--- src/rtl/mlpbt_pkg.sv ---
// Shared types, constants and the sigmoid table of the backpropagation trainer.
package mlpbt_pkg;

	localparam int MAX_LAYERS      = 4;
	localparam int MAX_NEURONS     = 8;
	localparam int WEIGHT_DEPTH    = 256;
	localparam int SIGMOID_ENTRIES = 256;

	localparam int LAY_W      = $clog2(MAX_LAYERS);
	localparam int NEU_W      = $clog2(MAX_NEURONS);
	localparam int SZ_W       = 4;
	localparam int WA_W       = $clog2(WEIGHT_DEPTH);
	localparam int AA_W       = LAY_W + NEU_W;
	localparam int ACT_DEPTH  = MAX_LAYERS * MAX_NEURONS;
	localparam int SIG_W      = $clog2(SIGMOID_ENTRIES);
	localparam int CFG_IDX_W  = 3;
	localparam int CFG_DATA_W = 17;

	typedef enum logic [2:0] {
		ACT_WR_WEIGHT = 3'd0,
		ACT_WR_INPUT  = 3'd1,
		ACT_WR_TARGET = 3'd2,
		ACT_RUN       = 3'd3,
		ACT_TRAIN     = 3'd4,
		ACT_RD_WEIGHT = 3'd5
	} action_t;

	typedef enum logic [CFG_IDX_W-1:0] {
		CFG_LAYER_COUNT   = 3'd0,
		CFG_SIZE_ZERO     = 3'd1,
		CFG_SIZE_ONE      = 3'd2,
		CFG_SIZE_TWO      = 3'd3,
		CFG_SIZE_THREE    = 3'd4,
		CFG_LEARNING_RATE = 3'd5,
		CFG_DESIRED_ERROR = 3'd6
	} cfg_reg_t;

	typedef enum logic [2:0] {
		MUL_AW, MUL_DW, MUL_SLOPE, MUL_EG, MUL_SG, MUL_AD, MUL_PL
	} mul_sel_t;

	typedef enum logic [1:0] {
		OUT_WEIGHT, OUT_RUN, OUT_TRAIN
	} out_sel_t;

	typedef enum logic [4:0] {
		ST_IDLE, ST_RW_RD, ST_RW_OUT,
		ST_F_RD, ST_F_MUL, ST_F_ACC, ST_F_NET, ST_F_WR,
		ST_O_RD, ST_O_MUL, ST_O_G, ST_O_MUL2, ST_O_WR,
		ST_H_RD, ST_H_MUL, ST_H_ACC, ST_H_S, ST_H_MUL2, ST_H_G, ST_H_MUL3, ST_H_WR,
		ST_U_RD, ST_U_MUL, ST_U_MUL2, ST_U_WR,
		ST_EM_RD, ST_EM_OUT
	} state_t;

	typedef struct packed {
		logic                 mul_en;
		mul_sel_t             mul_sel;
		logic                 acc_clr;
		logic                 acc_en;
		logic                 sat_en;
		logic                 g_en;
		logic                 e_en;
		logic                 conv_clr;
		logic                 act_we;
		logic                 act_from_item;
		logic [AA_W-1:0]      act_waddr;
		logic [AA_W-1:0]      act_raddr;
		logic                 dlt_we;
		logic [AA_W-1:0]      dlt_waddr;
		logic [AA_W-1:0]      dlt_raddr;
		logic                 w_we;
		logic                 w_from_item;
		logic [WA_W-1:0]      w_addr;
		logic                 tgt_we;
		logic [NEU_W-1:0]     nidx;
		logic [15:0]          item_value;
		logic                 out_ld;
		out_sel_t             out_sel;
		logic                 out_last;
		logic [16:0]          lr;
		logic [12:0]          derr;
	} dp_cmd_t;

	typedef logic [15:0] sig_tab_t [SIGMOID_ENTRIES];

	// shift-subtract quotient, used only while the table is built
	function automatic longint unsigned udiv(input longint unsigned num,
			input longint unsigned dvs);
		longint unsigned q;
		longint unsigned r;
		q = '0;
		r = '0;
		for (int b = 63; b >= 0; b--) begin
			r = {r[62:0], num[b]};
			if (r >= dvs) begin
				r    = r - dvs;
				q[b] = 1'b1;
			end
		end
		return q;
	endfunction

	// round(4096 / (1 + exp(-x))) at the bucket centre, exp by series at x/16 then squared
	function automatic logic [15:0] sig_entry(input int unsigned i);
		longint            x;
		longint            sum;
		longint unsigned   mag;
		longint unsigned   u;
		longint unsigned   term;
		longint unsigned   s;
		longint unsigned   den;
		longint unsigned   p;
		x = longint'(-32768) + ((longint'(2 * i + 1) * 32768) >>> SIG_W);
		mag = unsigned'((x < 0) ? -x : x);
		u = mag << 14;
		term = 64'd1 << 30;
		sum = longint'(term);
		for (int n = 1; n <= 12; n++) begin
			term = udiv((term * u) >> 30, 64'(n));
			if ((n & 1) != 0) begin
				sum = sum - longint'(term);
			end else begin
				sum = sum + longint'(term);
			end
		end
		if (sum < 0) begin
			sum = 0;
		end
		s = unsigned'(sum);
		for (int n = 0; n < 4; n++) begin
			s = (s * s) >> 30;
		end
		den = (64'd1 << 30) + s;
		p = udiv((64'd4096 << 30) + (den >> 1), den);
		if (x < 0) begin
			p = 64'd4096 - p;
		end
		return p[15:0];
	endfunction

	function automatic sig_tab_t build_sig_table();
		sig_tab_t t;
		for (int i = 0; i < SIGMOID_ENTRIES; i++) begin
			t[i] = sig_entry(unsigned'(i));
		end
		return t;
	endfunction

	localparam sig_tab_t SIG_TABLE = build_sig_table();

endpackage

--- src/rtl/mlpbt_ctrl.sv ---
// Controller: configuration registers, network shape, loop counters and sequencing state machine.
module mlpbt_ctrl import mlpbt_pkg::*; (
	input  logic                  clk,
	input  logic                  arst_n,
	input  logic                  in_valid,
	output logic                  in_stall,
	input  logic [2:0]            action,
	input  logic [7:0]            item_index,
	input  logic signed [15:0]    item_value,
	output logic                  out_valid,
	input  logic                  out_stall,
	input  logic                  cfg_we,
	input  logic [CFG_IDX_W-1:0]  cfg_index,
	input  logic [CFG_DATA_W-1:0] cfg_data,
	output dp_cmd_t               cmd
);

	state_t            state_q, state_d;
	logic [LAY_W-1:0]  lay_q, lay_d;
	logic [NEU_W-1:0]  j_q, j_d;
	logic [NEU_W-1:0]  k_q, k_d;
	logic              train_q, train_d;
	logic [7:0]        idx_q;
	logic              out_valid_q;

	logic [2:0]        layer_count_q;
	logic [SZ_W-1:0]   size_q [MAX_LAYERS];
	logic [16:0]       lr_q;
	logic [12:0]       derr_q;

	logic [SZ_W-1:0]   sz_c [MAX_LAYERS];
	logic [WA_W-1:0]   base_c [MAX_LAYERS];
	logic [LAY_W-1:0]  olay_c;
	logic [16:0]       lr_c;
	logic [LAY_W-1:0]  lm1;
	logic [LAY_W-1:0]  lp1;
	logic [LAY_W-1:0]  wa_blay;
	logic [NEU_W-1:0]  wa_row;
	logic [NEU_W-1:0]  wa_col;
	logic [WA_W-1:0]   wa_c;
	logic              out_free;

	function automatic logic [SZ_W-1:0] clamp_sz(input logic [SZ_W-1:0] v);
		if (v == '0) begin
			return SZ_W'(1);
		end else if (v > SZ_W'(MAX_NEURONS)) begin
			return SZ_W'(MAX_NEURONS);
		end else begin
			return v;
		end
	endfunction

	function automatic logic is_last(input logic [NEU_W-1:0] c, input logic [SZ_W-1:0] n);
		return c == NEU_W'(n - SZ_W'(1));
	endfunction

	always_comb begin
		for (int p = 0; p < MAX_LAYERS; p++) begin
			sz_c[p] = clamp_sz(size_q[p]);
		end
		base_c[0] = '0;
		for (int p = 1; p < MAX_LAYERS; p++) begin
			base_c[p] = base_c[p-1] + WA_W'(WA_W'(sz_c[p-1]) * WA_W'(sz_c[p]));
		end
		if (layer_count_q < 3'd2) begin
			olay_c = LAY_W'(1);
		end else if (layer_count_q > 3'(MAX_LAYERS)) begin
			olay_c = LAY_W'(MAX_LAYERS - 1);
		end else begin
			olay_c = LAY_W'(layer_count_q - 3'd1);
		end
		lr_c = (lr_q > 17'd65536) ? 17'd65536 : lr_q;
	end

	assign lm1 = lay_q - LAY_W'(1);
	assign lp1 = lay_q + LAY_W'(1);

	// weight address: base of the layer pair, row times destination size, plus column
	always_comb begin
		if (state_q == ST_H_RD || state_q == ST_H_MUL) begin
			wa_blay = lay_q;
			wa_row  = j_q;
			wa_col  = k_q;
		end else begin
			wa_blay = lm1;
			wa_row  = k_q;
			wa_col  = j_q;
		end
		wa_c = base_c[wa_blay]
			+ WA_W'(WA_W'(wa_row) * WA_W'(sz_c[LAY_W'(wa_blay + LAY_W'(1))]))
			+ WA_W'(wa_col);
	end

	assign out_free  = !out_valid_q || !out_stall;
	assign in_stall  = (state_q != ST_IDLE);
	assign out_valid = out_valid_q;

	always_comb begin
		state_d = state_q;
		lay_d   = lay_q;
		j_d     = j_q;
		k_d     = k_q;
		train_d = train_q;

		cmd            = '0;
		cmd.mul_sel    = MUL_AW;
		cmd.out_sel    = OUT_RUN;
		cmd.w_addr     = item_index;
		cmd.item_value = item_value;
		cmd.lr         = lr_c;
		cmd.derr       = derr_q;
		cmd.nidx       = j_q;
		cmd.act_waddr  = {lay_q, j_q};
		cmd.act_raddr  = {olay_c, j_q};
		cmd.dlt_waddr  = {lay_q, j_q};
		cmd.dlt_raddr  = {lay_q, j_q};

		unique case (state_q)
			ST_IDLE: begin
				if (in_valid) begin
					unique case (action)
						ACT_WR_WEIGHT: begin
							cmd.w_we        = 1'b1;
							cmd.w_from_item = 1'b1;
						end
						ACT_WR_INPUT: begin
							if (item_index < 8'(MAX_NEURONS)) begin
								cmd.act_we        = 1'b1;
								cmd.act_from_item = 1'b1;
								cmd.act_waddr     = {LAY_W'(0), item_index[NEU_W-1:0]};
							end
						end
						ACT_WR_TARGET: begin
							if (item_index < 8'(MAX_NEURONS)) begin
								cmd.tgt_we = 1'b1;
								cmd.nidx   = item_index[NEU_W-1:0];
							end
						end
						ACT_RUN, ACT_TRAIN: begin
							lay_d        = LAY_W'(1);
							j_d          = '0;
							k_d          = '0;
							cmd.acc_clr  = 1'b1;
							cmd.conv_clr = 1'b1;
							train_d      = (action == ACT_TRAIN);
							state_d      = ST_F_RD;
						end
						ACT_RD_WEIGHT: begin
							state_d = ST_RW_RD;
						end
						default: ;
					endcase
				end
			end
			ST_RW_RD: begin
				cmd.w_addr = idx_q;
				state_d    = ST_RW_OUT;
			end
			ST_RW_OUT: begin
				cmd.w_addr = idx_q;
				if (out_free) begin
					cmd.out_ld   = 1'b1;
					cmd.out_sel  = OUT_WEIGHT;
					cmd.out_last = 1'b1;
					state_d      = ST_IDLE;
				end
			end
			ST_F_RD: begin
				cmd.act_raddr = {lm1, k_q};
				cmd.w_addr    = wa_c;
				state_d       = ST_F_MUL;
			end
			ST_F_MUL: begin
				cmd.act_raddr = {lm1, k_q};
				cmd.w_addr    = wa_c;
				cmd.mul_en    = 1'b1;
				cmd.mul_sel   = MUL_AW;
				state_d       = ST_F_ACC;
			end
			ST_F_ACC: begin
				cmd.acc_en = 1'b1;
				if (is_last(k_q, sz_c[lm1])) begin
					state_d = ST_F_NET;
				end else begin
					k_d     = k_q + NEU_W'(1);
					state_d = ST_F_RD;
				end
			end
			ST_F_NET: begin
				cmd.sat_en = 1'b1;
				state_d    = ST_F_WR;
			end
			ST_F_WR: begin
				cmd.act_we  = 1'b1;
				cmd.acc_clr = 1'b1;
				k_d         = '0;
				if (is_last(j_q, sz_c[lay_q])) begin
					j_d = '0;
					if (lay_q == olay_c) begin
						state_d = train_q ? ST_O_RD : ST_EM_RD;
					end else begin
						lay_d   = lp1;
						state_d = ST_F_RD;
					end
				end else begin
					j_d     = j_q + NEU_W'(1);
					state_d = ST_F_RD;
				end
			end
			ST_O_RD: begin
				state_d = ST_O_MUL;
			end
			ST_O_MUL: begin
				cmd.mul_en  = 1'b1;
				cmd.mul_sel = MUL_SLOPE;
				cmd.e_en    = 1'b1;
				state_d     = ST_O_G;
			end
			ST_O_G: begin
				cmd.g_en = 1'b1;
				state_d  = ST_O_MUL2;
			end
			ST_O_MUL2: begin
				cmd.mul_en  = 1'b1;
				cmd.mul_sel = MUL_EG;
				state_d     = ST_O_WR;
			end
			ST_O_WR: begin
				cmd.dlt_we    = 1'b1;
				cmd.dlt_waddr = {olay_c, j_q};
				if (is_last(j_q, sz_c[olay_c])) begin
					j_d = '0;
					k_d = '0;
					if (olay_c == LAY_W'(1)) begin
						lay_d   = LAY_W'(1);
						state_d = ST_U_RD;
					end else begin
						lay_d   = olay_c - LAY_W'(1);
						state_d = ST_H_RD;
					end
				end else begin
					j_d     = j_q + NEU_W'(1);
					state_d = ST_O_RD;
				end
			end
			ST_H_RD: begin
				cmd.dlt_raddr = {lp1, k_q};
				cmd.w_addr    = wa_c;
				state_d       = ST_H_MUL;
			end
			ST_H_MUL: begin
				cmd.dlt_raddr = {lp1, k_q};
				cmd.w_addr    = wa_c;
				cmd.mul_en    = 1'b1;
				cmd.mul_sel   = MUL_DW;
				state_d       = ST_H_ACC;
			end
			ST_H_ACC: begin
				cmd.acc_en = 1'b1;
				if (is_last(k_q, sz_c[lp1])) begin
					state_d = ST_H_S;
				end else begin
					k_d     = k_q + NEU_W'(1);
					state_d = ST_H_RD;
				end
			end
			ST_H_S: begin
				cmd.sat_en    = 1'b1;
				cmd.act_raddr = {lay_q, j_q};
				state_d       = ST_H_MUL2;
			end
			ST_H_MUL2: begin
				cmd.act_raddr = {lay_q, j_q};
				cmd.mul_en    = 1'b1;
				cmd.mul_sel   = MUL_SLOPE;
				state_d       = ST_H_G;
			end
			ST_H_G: begin
				cmd.g_en = 1'b1;
				state_d  = ST_H_MUL3;
			end
			ST_H_MUL3: begin
				cmd.mul_en  = 1'b1;
				cmd.mul_sel = MUL_SG;
				state_d     = ST_H_WR;
			end
			ST_H_WR: begin
				cmd.dlt_we  = 1'b1;
				cmd.acc_clr = 1'b1;
				k_d         = '0;
				if (is_last(j_q, sz_c[lay_q])) begin
					j_d = '0;
					if (lay_q == LAY_W'(1)) begin
						state_d = ST_U_RD;
					end else begin
						lay_d   = lm1;
						state_d = ST_H_RD;
					end
				end else begin
					j_d     = j_q + NEU_W'(1);
					state_d = ST_H_RD;
				end
			end
			ST_U_RD: begin
				cmd.act_raddr = {lm1, k_q};
				cmd.dlt_raddr = {lay_q, j_q};
				cmd.w_addr    = wa_c;
				state_d       = ST_U_MUL;
			end
			ST_U_MUL: begin
				cmd.act_raddr = {lm1, k_q};
				cmd.dlt_raddr = {lay_q, j_q};
				cmd.w_addr    = wa_c;
				cmd.mul_en    = 1'b1;
				cmd.mul_sel   = MUL_AD;
				state_d       = ST_U_MUL2;
			end
			ST_U_MUL2: begin
				cmd.w_addr  = wa_c;
				cmd.mul_en  = 1'b1;
				cmd.mul_sel = MUL_PL;
				state_d     = ST_U_WR;
			end
			ST_U_WR: begin
				cmd.w_addr = wa_c;
				cmd.w_we   = 1'b1;
				if (is_last(j_q, sz_c[lay_q])) begin
					j_d = '0;
					if (is_last(k_q, sz_c[lm1])) begin
						k_d = '0;
						if (lay_q == olay_c) begin
							state_d = ST_EM_RD;
						end else begin
							lay_d   = lp1;
							state_d = ST_U_RD;
						end
					end else begin
						k_d     = k_q + NEU_W'(1);
						state_d = ST_U_RD;
					end
				end else begin
					j_d     = j_q + NEU_W'(1);
					state_d = ST_U_RD;
				end
			end
			ST_EM_RD: begin
				state_d = ST_EM_OUT;
			end
			ST_EM_OUT: begin
				if (out_free) begin
					cmd.out_ld   = 1'b1;
					cmd.out_sel  = train_q ? OUT_TRAIN : OUT_RUN;
					cmd.out_last = is_last(j_q, sz_c[olay_c]);
					if (is_last(j_q, sz_c[olay_c])) begin
						state_d = ST_IDLE;
					end else begin
						j_d     = j_q + NEU_W'(1);
						state_d = ST_EM_RD;
					end
				end
			end
			default: begin
				state_d = ST_IDLE;
			end
		endcase
	end

	always_ff @(posedge clk or negedge arst_n) begin
		if (!arst_n) begin
			state_q       <= ST_IDLE;
			lay_q         <= '0;
			j_q           <= '0;
			k_q           <= '0;
			train_q       <= 1'b0;
			out_valid_q   <= 1'b0;
			layer_count_q <= 3'd3;
			for (int p = 0; p < MAX_LAYERS; p++) begin
				size_q[p] <= SZ_W'(8);
			end
			lr_q          <= 17'd6554;
			derr_q        <= 13'd41;
		end else begin
			state_q <= state_d;
			lay_q   <= lay_d;
			j_q     <= j_d;
			k_q     <= k_d;
			train_q <= train_d;
			if (cmd.out_ld) begin
				out_valid_q <= 1'b1;
			end else if (!out_stall) begin
				out_valid_q <= 1'b0;
			end
			if (cfg_we) begin
				unique case (cfg_index)
					CFG_LAYER_COUNT:   layer_count_q <= cfg_data[2:0];
					CFG_SIZE_ZERO:     size_q[0] <= cfg_data[SZ_W-1:0];
					CFG_SIZE_ONE:      size_q[1] <= cfg_data[SZ_W-1:0];
					CFG_SIZE_TWO:      size_q[2] <= cfg_data[SZ_W-1:0];
					CFG_SIZE_THREE:    size_q[3] <= cfg_data[SZ_W-1:0];
					CFG_LEARNING_RATE: lr_q <= cfg_data[16:0];
					CFG_DESIRED_ERROR: derr_q <= cfg_data[12:0];
					default: ;
				endcase
			end
		end
	end

	always_ff @(posedge clk) begin
		if (state_q == ST_IDLE && in_valid) begin
			idx_q <= item_index;
		end
	end

endmodule

--- config.mk ---
export PLATFORM = sky130hd
export DESIGN_NAME = mlpbt_ctrl
export DESIGN_NICKNAME = d
export VERILOG_FILES = /design/src/rtl/mlpbt_pkg.sv /design/src/rtl/mlpbt_ctrl.sv
export SDC_FILE = /design/constraint.sdc
export NUM_CORES = 1
export LEC_CHECK = 0
export BUFFER_PORTS_ARGS = -buffer_cell sky130_fd_sc_hd__clkbuf_2
export CELL_PAD_IN_SITES_DETAIL_PLACEMENT = 1
export CELL_PAD_IN_SITES_GLOBAL_PLACEMENT = 1
export CORE_ASPECT_RATIO = 0.6
export CORE_MARGIN = 1.5
export CORE_UTILIZATION = 30
export DETAILED_ROUTE_END_ITERATION = 8
export PLACE_DENSITY_LB_ADDON = 0.1
export RECOVER_POWER = 50
export SYNTH_ARGS = -nofsm -noshare
export SYNTH_HDL_FRONTEND = slang
export SYNTH_SLANG_ARGS = --single-unit
--- constraint.sdc ---
create_clock -name clk -period 13.9 [get_ports clk]
set_input_delay 0.695 -clock clk [delete_from_list [all_inputs] [get_ports clk]]
set_output_delay 0.695 -clock clk [all_outputs]
set_load 0.05 [all_outputs]
Word-level counts from Yosys, hierarchy flattened
Index checks and enable logic that the tools add are counted.

Add/sub/neg operators: 15. $mul: 4. Div/mod/pow operators: 0. Magnitude comparators: 14. Equal/unequal tests: 59. Shift operators: 0. Muxes and demuxes: 107. Bitwise operators: 6. Reductions and logical operators: 41.

Operators with widths (number): case mux 5 bit (27 select lines) (1); two-way mux 5 bit (16); two-way mux 4 bit (17); two-way mux 3 bit (22); equality test 5 bit (second input constant) (11); binary-select mux 4 bit (select 2 bit) (5); equality test 5 x 4 -> 1 bit (second input constant) (8); two-way mux 2 bit (16); case mux 4 bit (7 select lines) (1); multiplier 4 x 4 -> 8 bit (3); two-way mux 8 bit (3); inequality test 2 bit (second input constant) (12); equality test 5 x 3 -> 1 bit (second input constant) (4); case mux 5 bit (2 select lines) (2); OR reduction 2 bit (10); >= comparator 3 bit (second input constant) (6); NOT 2 -> 3 bit (6); case mux 3 bit (6 select lines) (1); > comparator 17 bit (second input constant) (1); two-way mux 17 bit (1); adder 8 bit (2); binary-select mux 8 bit (select 2 bit) (1); > comparator 4 bit (second input constant) (4); zero test 4 bit (4); other kinds (45) (89).

Flip-flop bits (word level): 72. Latch bits: 0. Bits in writable memories: 0. Memory bits (read-only): 0. Bits of input ports: 52. Output and inout bits: 99. Logic and storage cells: 260. Memories: 0.

Longest topological paths before layout
Depth in word-level cells: 12. Gate-level depth with buffers: 32. Mapped depth without buffers: 31.

Worst setup path after synthesis
OpenSTA, ideal clock, no wires.

Path type: register to output. Start point: register size_q[14] (netlist name). End point: output port cmd[61] (netlist name). Arrival: 7.905 ns. Required time: 13.205 ns. Setup slack: 5.300 ns. Stages on the path, launching flop included: 31. Path buffers: 0. Cells stage by stage: dfrtp_1 > o21bai_1 > nand3_1 > fa_1 > inv_1 > fa_1 > inv_1 > fa_1 > fa_1 > inv_1 > ha_1 > a21o_1 > a21oi_1 > xor2_1 > fa_1 > inv_1 > ha_1 > o21a_1 > o31a_1 > a21oi_1 > o21ai_0 > o22ai_1 > fa_1 > ha_1 > ha_1 > inv_1 > o21bai_1 > a21oi_1 > xnor2_1 > o31a_1 > o31ai_1.

RTL lines: start, declared (line mlpbt_ctrl.sv:27) `logic [SZ_W-1:0] size_q [MAX_LAYERS];`; end, declared (line mlpbt_ctrl.sv:15) `output dp_cmd_t cmd`.

==> impl_results.md <==
* Yosys cell types at 83
* Starting Density at 0.3034
* Ant. Diodes at 0
* Die height at 129.3 µm
* Worst Path Required at 13.20 ns
* LEAKAGE at 4.219 nW
* CP endpoint: cmd[61]
* Max-slew headroom at -1.542
* Clock Skew at 0.01631 ns
* Clock buffer depth at 2
* Inserted Clock Buffers at 9
* Part of the cycle the worst path needs at 0.6504
* Tmin final at 9.041 ns
* First-pass GRT wire length at 40650 µm
* H-tree Lvls at 3
* Area delta synth->final at 13.59%
* Worst min path class: flip-flop to flip-flop
* PwrDens at 248.7 nW/µm²
* Most Crowded Layer GR: met1
* CTS tree: done
* Crit Path Max Fanout at 5
* Initial antenna violation count at 0
* CP Launch Point: size_q[14]
* CTS sink cnt at 72
* Top achievable clock speed at 110.6 MHz
* Core area at 26300 µm²
* Max-Cap Viols at 1
* Post-route setup TNS at 0 ns
* Avg Inst Size Synth at 8.938 µm²
* Vias in the first global route at 6500
* Async set-reset flop share out of synthesis at 0.8889
* Syn Std Cell Area at 7981 µm²
* Worst reg2reg path startpoint: lay_q[1]
* Met1 usage in global routing at 0.3462
* Initial DRC count at 437
* Crit-path slowest cell: fa_1
* Post_cts resized at 0
* Slew Limit Fails at 65
* CP Launch Type: flip-flop
* Register-to-Register Setup Slack at 10.31 ns
* Clk slew on worst S/H paths at 0.08 ns
* Final core utilization at 0.3447
* Final WL at 26650 µm
* CP dominant cell by count: fa_1
* Worst-Margin Slew at 3.814 ns
* GRT met2 Usage at 0.2336
* Fillers at 3135
* Average vias per placed instance at 5.034
* Syn Nets at 1042
* Crit end category: output port
* R2R depth at 13
* Share of cells above drive strength 1 at 0.2411
* Skew-Pair Late Insertion Delay at 0.36 ns
* Setup Buffers After CTS at 0
* Clock root buffer: clkbuf_16
* Final Non-Filler Cells at 1347
* Top Ports at 151
* Register area share after synthesis at 0.2333
* Post-DP HPWL at 21440 µm
* Quantity of I/O buffers inserted on ports at 118
* Router iterations before antenna repair at 5
* Hold Vio Cnt, Final at 0
* Instance count on the critical path at 31
* Hold path start: derr_q[4]
* Critical path arrival at 8.35 ns
* Dominant register cell in the synthesized netlist: dfrtp_1
* FF-to-FF End: lay_q[0]
* Cells after DPL at 1331
* Die X at 213.6 µm
* Hold_buf cts at 0
* Setup CP Type: flip-flop to output port
* WL/cell at 19.78 µm
* Vias at 6781
* Post-synth EDFFs at 8
* Largest net degree at the start of global routing at 65
* Rows at 46
* Antenna Violating Nets Remaining at 0
* Syn Inst Count at 893
* Status: finished with violations
* Met3 usage at 0.03514
* GRT Util Overall at 0.1963
* Worst path max stage delay at 0.56 ns
* Post-route DRC at 0
* Grt total ovfl at 0
* #FFs+latches synth at 72
* CP delay by family, top: adder cells
* Final setup violation count at 0
* Max VDD drop at 0.0001013 V
* Layout Nets at 1131
* Area of the die at 27620 µm²
* Crit path buf inv count at 6
* Placer Congestion at 0.8509
* RSZ-0062 raised after global routing: no
* Failing checks: capacitance limit, slew limit
* Synth warnings at 0
## worst min-delay path by stage
stage                            end  cells after the start
after detailed placement   derr_q[8]                      1
final                      derr_q[4]                      1
after CTS                  derr_q[6]                      1
after global placement     derr_q[6]                      1
after floorplan           derr_q[10]                      0
after global routing       size_q[0]                      1
## power by group
group	switching, W	internal (W)	leakage, nW
Sequential	0.0000485	0.000269	0.828
Combinational	0.00112	0.000574	3.24
Clock	0.000108	0.000140	0.154
Total	0.00127	0.000982	4.22
## cell type report
| cell class | instances | area, µm² | share of cell area |
|---|---|---|---|
| Multi-Input combinational cell | 697 | 5537 | 0.6107 |
| Clock inverter | 5 | 42.54 | 0.004692 |
| Tap cell | 360 | 450.4 | 0.04968 |
| Clock buffer | 11 | 264.0 | 0.02912 |
| Timing Repair Buffer | 129 | 636.9 | 0.07025 |
| Inverter | 73 | 274.0 | 0.03022 |
| Sequential cell | 72 | 1862 | 0.2054 |
## cells in the mapped netlist, drive strengths merged (8+ instances only)
cell / number / share of area
xor2: 14 / 0.015
nor3: 16 / 0.010
mux2i: 16 / 0.022
mux4: 10 / 0.029
nor4: 10 / 0.0097
buf: 32 / 0.027
o21bai: 11 / 0.011
edfxtp: 8 / 0.030
xnor2: 28 / 0.033
fa: 31 / 0.078
mux2: 63 / 0.089
a21oi: 38 / 0.024
nand3: 16 / 0.010
nand2b: 17 / 0.014
nand2: 97 / 0.046
inv: 72 / 0.034
o21ai: 40 / 0.026
nor2: 81 / 0.038
dfstp: 16 / 0.053
nor2b: 34 / 0.029
ha: 66 / 0.10
clkbuf: 19 / 0.012
dfrtp: 48 / 0.15
a22oi: 10 / 0.0094
## cells in the final DEF (no fill, tap or decap), drive strengths merged, types with 14 or more instances in the layout
| master | count |
|---|---|
| a21oi | 38 |
| clkbuf | 130 |
| dfrtp | 48 |
| dfstp | 16 |
| fa | 31 |
| ha | 66 |
| inv | 76 |
| mux2 | 63 |
| mux2i | 16 |
| nand2 | 97 |
| nand2b | 17 |
| nand3 | 16 |
| nor2 | 81 |
| nor2b | 34 |
| nor3 | 16 |
| o21ai | 40 |
| xnor2 | 28 |
| xor2 | 14 |
## cells by family (layout without fill, tap and decap cells)
family	count (synthesis)	count (layout)	synth area share
AO/OA/AOI/OAI	155	155	0.1262
XOR/XNOR	42	42	0.04797
flip-flops	72	72	0.2333
buffers and inverters	124	218	0.07305
AND/OR/NAND/NOR	314	314	0.1991
multiplexers	89	89	0.1392
adder cells (fa/ha/maj)	97	97	0.1812
## layer usage
metal	share of wire	wire, µm	vias up
met4	0.0042	112	0
met5	0	0	-
met2	0.35	9395	147
li1	-	-	3269
met3	0.052	1390	7
met1	0.59	15750	3358
## state kept, by name (all words and copies together), names as in the netlist
register       count
derr_q            13
idx_q              8
j_q                3
k_q                3
lay_q              2
layer_count_q      3
lr_q              17
out_valid          1
size_q            16
state_q            5
train_q            1
## worst reg2reg max path, delay by kind of cell, from the launching register on
kind,cells,cell delay [ns]
xor+xnor,1,0.16
mux,1,0.24
simple gates,4,0.97
fa+ha+maj,2,0.64
buf+inv,2,0.41
compound gates,3,0.76
flops,1,0.35
## per-stage QoR
stage               power, W  area (µm²)  setup WS, ns  hold WS (ns)
detailed placement  0.002007        8796         5.257        0.4958
finish              0.002255        9066         4.859        0.5085
global route        0.002445        9066         4.366        0.5275
CTS                 0.002272        9102         4.826        0.5138
floorplan           0.001591        7981         5.300        0.3994
global placement    0.001998        8796         5.407        0.4875
Note: power is estimated with default switching activity, not from simulation.
